**src/rtl/hs_pkg.sv**
```systemverilog
// Package for the heap sorter: sizes, controller commands and datapath status.
package hs_pkg;

  localparam int DATA_W    = 32;
  localparam int DEPTH_DEF = 16;

  // Commands from the controller to the datapath. At most one is high in a cycle.
  typedef struct packed {
    logic accept;      // An input transfer is taken this cycle.
    logic prep;        // Set up the build and extract indexes from the count.
    logic build_step;  // Start sift-down at the next internal node.
    logic load_rd;     // Read the node that the sift-down begins at.
    logic hold;        // Capture that node's value as the held value.
    logic check;       // Test for children and read both of them.
    logic cmp;         // Compare the larger child against the held value.
    logic swap_rd;     // Read the heap top and the end of the heap.
    logic swap_wr;     // Move the top to the end and hold the old end value.
    logic emit_rd;     // Read the next element in ascending order.
    logic emit_out;    // Present that element as a result.
  } cmd_t;

  // Status from the datapath back to the controller.
  typedef struct packed {
    logic i_zero;      // No internal node is left to heapify.
    logic end_zero;    // The unsorted region has one element left.
    logic child_in;    // The current node has a left child inside the heap.
    logic more;        // The larger child beats the held value.
    logic last_emit;   // The element being emitted is the largest one.
  } sts_t;

endpackage

```
**src/rtl/hs_datapath.sv**
```systemverilog
// Datapath of the heap sorter: element memory, indexes, held value and compare.
module hs_datapath import hs_pkg::*; #(
  parameter int DEPTH = DEPTH_DEF
) (
  input  logic                     clk,
  input  logic                     rst,
  input  logic signed [DATA_W-1:0] value,
  input  cmd_t                     cmd,
  output sts_t                     sts,
  output logic signed [DATA_W-1:0] sorted_value,
  output logic                     final_result,
  output logic                     overflowed
);

  localparam int IW = (DEPTH > 1) ? $clog2(DEPTH) : 1;
  localparam int CW = IW + 1;
  localparam logic [CW-1:0] DEPTH_C = CW'(DEPTH);

  logic signed [DATA_W-1:0] mem [DEPTH];

  logic [CW-1:0]            count;
  logic                     drop;
  logic [CW-1:0]            i_idx;
  logic [CW-1:0]            end_idx;
  logic [CW-1:0]            size;
  logic [IW-1:0]            node;
  logic [IW-1:0]            k;
  logic signed [DATA_W-1:0] held;
  logic signed [DATA_W-1:0] rd_a;
  logic signed [DATA_W-1:0] rd_b;

  logic [CW-1:0]            child;
  logic [CW-1:0]            child_b;
  logic                     use_b;
  logic signed [DATA_W-1:0] pick_val;
  logic [CW-1:0]            pick_idx;
  logic [CW-1:0]            i_dec;
  logic [IW-1:0]            ra;
  logic [IW-1:0]            rb;
  logic                     we;
  logic [IW-1:0]            wa;
  logic signed [DATA_W-1:0] wd;

  assign child    = {node, 1'b1};
  assign child_b  = child + CW'(1);
  assign use_b    = (child_b < size) && (rd_b > rd_a);
  assign pick_val = use_b ? rd_b : rd_a;
  assign pick_idx = use_b ? child_b : child;
  assign i_dec    = i_idx - CW'(1);

  assign sts.i_zero    = (i_idx == '0);
  assign sts.end_zero  = (end_idx == '0);
  assign sts.child_in  = (child < size);
  assign sts.more      = (pick_val > held);
  assign sts.last_emit = ({1'b0, k} + CW'(1) == count);

  assign sorted_value = rd_a;
  assign final_result = sts.last_emit;
  assign overflowed   = drop;

  always_comb begin
    ra = node;
    rb = child_b[IW-1:0];
    if (cmd.swap_rd) begin
      ra = end_idx[IW-1:0];
      rb = '0;
    end else if (cmd.check) begin
      ra = child[IW-1:0];
    end else if (cmd.emit_rd) begin
      ra = k;
    end
  end

  always_comb begin
    we = 1'b0;
    wa = node;
    wd = held;
    if (cmd.accept && (count < DEPTH_C)) begin
      we = 1'b1;
      wa = count[IW-1:0];
      wd = value;
    end else if (cmd.swap_wr) begin
      we = 1'b1;
      wa = end_idx[IW-1:0];
      wd = rd_b;
    end else if (cmd.check && !sts.child_in) begin
      we = 1'b1;
    end else if (cmd.cmp) begin
      we = 1'b1;
      wd = sts.more ? pick_val : held;
    end
  end

  always_ff @(posedge clk) begin
    if (we) begin
      mem[wa] <= wd;
    end
    rd_a <= mem[ra];
    rd_b <= mem[rb];
  end

  always_ff @(posedge clk) begin
    if (rst) begin
      count <= '0;
      drop  <= 1'b0;
    end else if (cmd.accept) begin
      if (count < DEPTH_C) begin
        count <= count + CW'(1);
      end else begin
        drop <= 1'b1;
      end
    end else if (cmd.emit_out && sts.last_emit) begin
      count <= '0;
      drop  <= 1'b0;
    end
  end

  always_ff @(posedge clk) begin
    if (cmd.prep) begin
      i_idx   <= count >> 1;
      size    <= count;
      end_idx <= count - CW'(1);
      k       <= '0;
    end
    if (cmd.build_step) begin
      node  <= i_dec[IW-1:0];
      i_idx <= i_dec;
    end
    if (cmd.hold) begin
      held <= rd_a;
    end
    if (cmd.swap_wr) begin
      held    <= rd_a;
      node    <= '0;
      size    <= end_idx;
      end_idx <= end_idx - CW'(1);
    end
    if (cmd.cmp && sts.more) begin
      node <= pick_idx[IW-1:0];
    end
    if (cmd.emit_out) begin
      k <= k + IW'(1);
    end
  end

endmodule

```
**src/rtl/hs_ctrl.sv**
```systemverilog
// Controller of the heap sorter: load, heap build, extraction and emission sequencing.
module hs_ctrl import hs_pkg::*; (
  input  logic clk,
  input  logic rst,
  input  logic start,
  input  logic last_item,
  input  sts_t sts,
  output cmd_t cmd,
  output logic busy,
  output logic strobe
);

  typedef enum logic [11:0] {
    S_IDLE    = 12'b0000_0000_0001,
    S_PREP    = 12'b0000_0000_0010,
    S_BUILD   = 12'b0000_0000_0100,
    S_LOAD    = 12'b0000_0000_1000,
    S_HOLD    = 12'b0000_0001_0000,
    S_CHECK   = 12'b0000_0010_0000,
    S_CMP     = 12'b0000_0100_0000,
    S_EXTRACT = 12'b0000_1000_0000,
    S_SWAP_RD = 12'b0001_0000_0000,
    S_SWAP_WR = 12'b0010_0000_0000,
    S_EMIT_RD = 12'b0100_0000_0000,
    S_EMIT    = 12'b1000_0000_0000
  } state_t;

  state_t state;
  state_t state_next;
  logic   extracting;
  logic   extracting_next;
  state_t sift_ret;

  // When a sift-down ends, go back to the loop that started it.
  assign sift_ret = extracting ? S_EXTRACT : S_BUILD;

  always_comb begin
    state_next      = state;
    extracting_next = extracting;
    case (state)
      S_IDLE: begin
        if (start && last_item) begin
          state_next = S_PREP;
        end
      end
      S_PREP: begin
        extracting_next = 1'b0;
        state_next      = S_BUILD;
      end
      S_BUILD: begin
        if (sts.i_zero) begin
          extracting_next = 1'b1;
          state_next      = S_EXTRACT;
        end else begin
          state_next = S_LOAD;
        end
      end
      S_LOAD:    state_next = S_HOLD;
      S_HOLD:    state_next = S_CHECK;
      S_CHECK:   state_next = sts.child_in ? S_CMP : sift_ret;
      S_CMP:     state_next = sts.more ? S_CHECK : sift_ret;
      S_EXTRACT: state_next = sts.end_zero ? S_EMIT_RD : S_SWAP_RD;
      S_SWAP_RD: state_next = S_SWAP_WR;
      S_SWAP_WR: state_next = S_CHECK;
      S_EMIT_RD: state_next = S_EMIT;
      S_EMIT:    state_next = sts.last_emit ? S_IDLE : S_EMIT_RD;
      default:   state_next = S_IDLE;
    endcase
  end

  always_ff @(posedge clk) begin
    if (rst) begin
      state      <= S_IDLE;
      extracting <= 1'b0;
    end else begin
      state      <= state_next;
      extracting <= extracting_next;
    end
  end

  assign busy   = (state != S_IDLE);
  assign strobe = (state == S_EMIT);

  always_comb begin
    cmd            = '0;
    cmd.accept     = (state == S_IDLE) && start;
    cmd.prep       = (state == S_PREP);
    cmd.build_step = (state == S_BUILD) && !sts.i_zero;
    cmd.load_rd    = (state == S_LOAD);
    cmd.hold       = (state == S_HOLD);
    cmd.check      = (state == S_CHECK);
    cmd.cmp        = (state == S_CMP);
    cmd.swap_rd    = (state == S_SWAP_RD);
    cmd.swap_wr    = (state == S_SWAP_WR);
    cmd.emit_rd    = (state == S_EMIT_RD);
    cmd.emit_out   = (state == S_EMIT);
  end

endmodule

```
**src/rtl/heap_sorter.sv**
```systemverilog
// Top level of the heap sorter: controller and datapath joined by command and status.
// Loading takes in one input transfer per cycle while idle; busy stays low between items of a set.
// After the transfer marked last_item, the heap is built and the elements extracted,
// each build node and each extraction running a sift-down through the heap.
// Results then follow in ascending order, each for one cycle under strobe; no stall.
// Synchronous active-high reset clears the count, the overflow flag and the controller.
module heap_sorter import hs_pkg::*; #(
  parameter int DEPTH = DEPTH_DEF
) (
  input  logic                     clk,
  input  logic                     rst,
  input  logic                     start,
  output logic                     busy,
  input  logic signed [DATA_W-1:0] value,
  input  logic                     last_item,
  output logic                     strobe,
  output logic signed [DATA_W-1:0] sorted_value,
  output logic                     final_result,
  output logic                     overflowed
);

  cmd_t cmd;
  sts_t sts;

  // The controller walks the sort: it heapifies every internal node from the
  // bottom up, then repeatedly swaps the top into the sorted tail and sifts the
  // new top down, and finally reads the memory out in ascending order.
  hs_ctrl u_ctrl (
    .clk       (clk),
    .rst       (rst),
    .start     (start),
    .last_item (last_item),
    .sts       (sts),
    .cmd       (cmd),
    .busy      (busy),
    .strobe    (strobe)
  );

  // The datapath holds the elements in a memory with one write port and two
  // registered read ports, so both children of a node are read in the same cycle.
  // Items that arrive once the memory is full are dropped and flag the set.
  hs_datapath #(
    .DEPTH (DEPTH)
  ) u_datapath (
    .clk          (clk),
    .rst          (rst),
    .value        (value),
    .cmd          (cmd),
    .sts          (sts),
    .sorted_value (sorted_value),
    .final_result (final_result),
    .overflowed   (overflowed)
  );

endmodule
```
**config.mk**
```make
export PLATFORM = sky130hd
export DESIGN_NAME = heap_sorter
export DESIGN_NICKNAME = d
export VERILOG_FILES = /design/src/rtl/hs_pkg.sv /design/src/rtl/hs_datapath.sv /design/src/rtl/hs_ctrl.sv /design/src/rtl/heap_sorter.sv
export SDC_FILE = /design/constraint.sdc
export NUM_CORES = 1
export LEC_CHECK = 0
export BUFFER_PORTS_ARGS = -buffer_cell sky130_fd_sc_hd__buf_4
export CAP_MARGIN = 20
export CORE_MARGIN = 4
export CORE_UTILIZATION = 45
export CTS_CLUSTER_SIZE = 40
export DETAILED_ROUTE_END_ITERATION = 6
export GPL_ROUTABILITY_DRIVEN = 0
export PLACE_DENSITY = 0.58
export SYNTH_ARGS = -nofsm -noshare
export SYNTH_HDL_FRONTEND = slang
export SYNTH_SLANG_ARGS = --single-unit
export TNS_END_PERCENT = 20
```
**constraint.sdc**
```tcl
create_clock -name clk -period 17.4 [get_ports clk]
set_clock_uncertainty 0.1 [all_clocks]
set_input_delay 5.22 -clock clk [delete_from_list [all_inputs] [get_ports clk]]
set_output_delay 5.22 -clock clk [all_outputs]
set_load 0.02 [all_outputs]
```
==> summary.md <==
| Metric | Value |
|---|---|
| Worst Hold Launch | u_datapath.sorted_value[31] |
| Gate power share | 0.054 |
| Setup Viol. Count Final | 0 |
| Worst-Margin Slew | ~1100 ps |
| RR Endpoint | u_datapath.mem[8][31] |
| Pwr dens | roughly 99 nW/µm² |
| Leak Pwr | between 10 and 15 nW |
| Fin crit share | 0.4726 |
| Clk pwr share | 0.421 |
| Post-synth top area share | 0.5677 |
| Hold buffer count at CTS | 0 |
| Clock-pin slew on the worst setup and hold paths | 60 ps |
| Register bit count reported by yosys | between 600 and 700 |
| GRT overflow | 0 |
| DP Area | between 30,000 and 40,000 µm² |
| Min cycle time layout | between 8000 and 9000 ps |
| Final Net Count | between 2,000 and 3,000 |
| CTS Buf Count | 71 |
| Clk buf depth | 3 |
| Sequential share of power | 0.526 |
| Pint | roughly 2.6 mW |
| Post-synth top flop | edfxtp_1 |
| Post-synth EDFFs | 567 |
| Worst skew pair latency | 610 ps |
| Max Fanout on Critical Path | 33 |
| Largest net degree at the start of global routing | 87 |
| Horiz. Die Dim | about 270 µm |
| Post-CTS Resized | 0 |
| Multi-input logic area | approximately 10,000 µm² |
| Worst R2R Path Depth | 21 |
| R2R Path Start | u_datapath.sorted_value[30] |
| P&R area growth vs syn | 13.25% |
| GRT Resource Usage Total | 0.2386 |
| Top-count cell post-synth | edfxtp_1 |
| Antenna violations before repair | 0 |
| First drt pass iteration count | 5 |
| Top cells by count, synth | edfxtp_1, nand2_1, mux2i_1, mux2_2, nor2_1 |
| Hold depth | 0 |
| R2r setup slk | between 10,000 and 15,000 ps |
| RSZ-0062 raised after global routing | no |
| Critical Path Start Type | input pin |
| H-tree depth | 3 |
| CTS tree | yes |
| HP Class | register to register |
| Mapped cell area | ~30,000 µm² |
| Synth async-reset ratio | 0 |
| Wire length per cell | around 26 µm |
| Clk root buf | clkbuf_16 |
| Design Power | between 3 and 4 mW |
| Sequential area share after synthesis | 0.6231 |
| Design Area, Final | 33,970 µm² |
| Critical path capture point type | register |
| Number of buffers added for setup after CTS | 0 |
| Ant diodes | 0 |
| Final hold vios | 0 |
| Arrival time worst endpoint | approximately 8400 ps |
| Die Y | 266.2 µm |
| Initial drt markers | 1,583 |
| Vias per inst | 5.909 |
| Global-route wire length before repair | about 120,000 µm |
| Setup TNS | 0 ps |
| Warnings, synthesis | 0 |
| Fmax | about 120 MHz |
| Switch Pwr | between 0.7 and 0.8 mW |
| DR vias | roughly 20,000 |
| Cell Rows | 94 |
| Final Max Slew Viols | 0 |
| WS Path Type | input pin to register |
| Yosys cell types | between 50 and 60 |
| Max Cap Viol | 0 |
| IO Pins | between 70 and 80 |
| Run status | finished, final reports clean |
| Required @ worst endpoint | ~18,000 ps |
| Seq. cell area | between 15,000 and 20,000 µm² |
| Routed Antenna Nets | 0 |
| Sw Share | 0.2208 |
| Largest area contributor in the netlist | edfxtp_1 |
| Layout cells sized above 1 | 0.1809 |
| Area contributors post-synth | edfxtp_1, mux2i_1, dfxtp_1 |
| Initial Util | 0.4554 |
| Slew HR | 0.2764 |
| Fillers | between 5,000 and 6,000 |
| VDD IR max | 0.06404 mV |
| Cell count after synthesis | around 2,300 |
| PortBufs | 71 |
| Core Box Area | 65,860 µm² |
| Total clock sinks | 650 |
| Die ar. | around 70,000 µm² |
| Routed WL | 85,980 µm |
| Hold EP | u_datapath.held[31] |
| Vias in the first global route | roughly 19,000 |
| Avg Cell Area, Syn | 12.95 µm² |
| Net Count, Synth | 2,430 |
| Post-route DRC | 0 |
| HPWL after DPL | about 48,000 µm |
-- power groups by stage --
stage	logic, mW	clock network [mW]	registers (mW)
floorplan	0.0940	0	1.80
global placement	0.175	0	1.80
detailed placement	0.181	0	1.80
CTS	0.182	1.44	1.77
global route	0.196	1.51	1.77
finish	0.181	1.41	1.77
-- stage by stage --
stage | cells | hold slack [ps] | setup slack (ps) | utilization
finish | 3318 | 391.9 | 9177 | 0.5157
detailed placement | 3189 | 386.1 | 8611 | 0.4827
global route | 3318 | 425.7 | 8991 | 0.5157
CTS | 3317 | 399.4 | 9234 | 0.5154
global placement | 3186 | 380.4 | 8659 | 0.4819
floorplan | 2316 | 392.5 | 9311 | -
-- cells in the final DEF, fill, tap and decap left out, types with 7 or more instances in the layout --
| cell | netlist | layout |
|---|---|---|
| clkbuf_1 | 88 | 27 |
| mux4_2 | 32 | 32 |
| inv_1 | 113 | 113 |
| a221oi_1 | 33 | 33 |
| ha_1 | 78 | 78 |
| nand2_1 | 307 | 305 |
| mux2_2 | 131 | 131 |
| nand4_1 | 18 | 18 |
| mux2i_1 | 167 | 166 |
| a21oi_1 | 45 | 44 |
| buf_4 | 10 | 142 |
| clkinv_2 | 0 | 13 |
| and4_1 | 7 | 7 |
| nor3_1 | 47 | 47 |
| a21o_1 | 10 | 9 |
| o21ai_0 | 82 | 81 |
| a31oi_1 | 36 | 36 |
| a211oi_1 | 67 | 67 |
| o211ai_1 | 67 | 67 |
| nor2_4 | 0 | 18 |
| edfxtp_1 | 567 | 567 |
| xor2_1 | 9 | 8 |
| nor2b_1 | 12 | 12 |
| o22ai_1 | 32 | 32 |
| nand3_1 | 50 | 50 |
| clkbuf_16 | 0 | 72 |
| nor2_1 | 114 | 96 |
| dfxtp_1 | 83 | 83 |
| xnor2_1 | 9 | 9 |
-- critical path, stage by stage --
cell     delay (ps)
buf_4           100
nor2b_1         140
nand4_1         460
buf_4           510
nand2_1         230
nor3_1           90
nor2b_1         200
nand2_1         270
nor2_4          510
buf_4           590
-- metal layers --
metal,track usage,vias up,share of wire
li1,-,8921,-
met1,0.3265,9868,0.43
met2,0.3865,644,0.47
met3,0.04553,172,0.065
met4,0.07953,0,0.032
met5,0,-,0
-- kinds of logic (layout without fill, tap and decap cells) --
| family | count (synthesis) | after routing | share of synthesized area |
|---|---|---|---|
| multiplexers | 330 | 330 | 0.1289 |
| AND/OR/NAND/NOR | 594 | 594 | 0.08714 |
| adder cells (fa/ha/maj) | 78 | 78 | 0.03254 |
| flip-flops | 650 | 650 | 0.6231 |
| buffers and inverters | 250 | 388 | 0.03546 |
| AO/OA/AOI/OAI | 396 | 396 | 0.08760 |
| XOR/XNOR | 18 | 18 | 0.005256 |
-- final cells by class --
| cell class | count | share of cell area |
|---|---|---|
| timing repair buffer | 146 | 0.03352 |
| inverter | 114 | 0.01260 |
| tap | 864 | 0.03182 |
| sequential | 650 | 0.5501 |
| multi-input combinational | 1416 | 0.3083 |
| clock inverter | 26 | 0.006335 |
| clock buffer | 102 | 0.05724 |
-- sequential cells by signal, indices dropped and copies added, names as in the netlist --
register / flops
u_datapath.count: 5
u_datapath.end_idx: 5
u_datapath.overflowed: 1
u_datapath.node: 4
u_datapath.held: 32
u_datapath.rd_b: 32
u_ctrl.state: 12
u_datapath.size: 5
u_ctrl.extracting: 1
u_datapath.sorted_value: 32
u_datapath.mem: 512
u_datapath.i_idx: 5
u_datapath.k: 4
-- worst max path at each step --
stage,startpoint,end,cells past startpoint
CTS,start,u_datapath.mem[13][29],10
floorplan,start,u_datapath.mem[11][0],6
global placement,start,u_datapath.mem[13][26],10
finish,start,u_datapath.mem[13][29],10
detailed placement,start,u_datapath.mem[13][22],10
global route,start,u_datapath.mem[13][29],10
(Power assumes the default switching activity.)
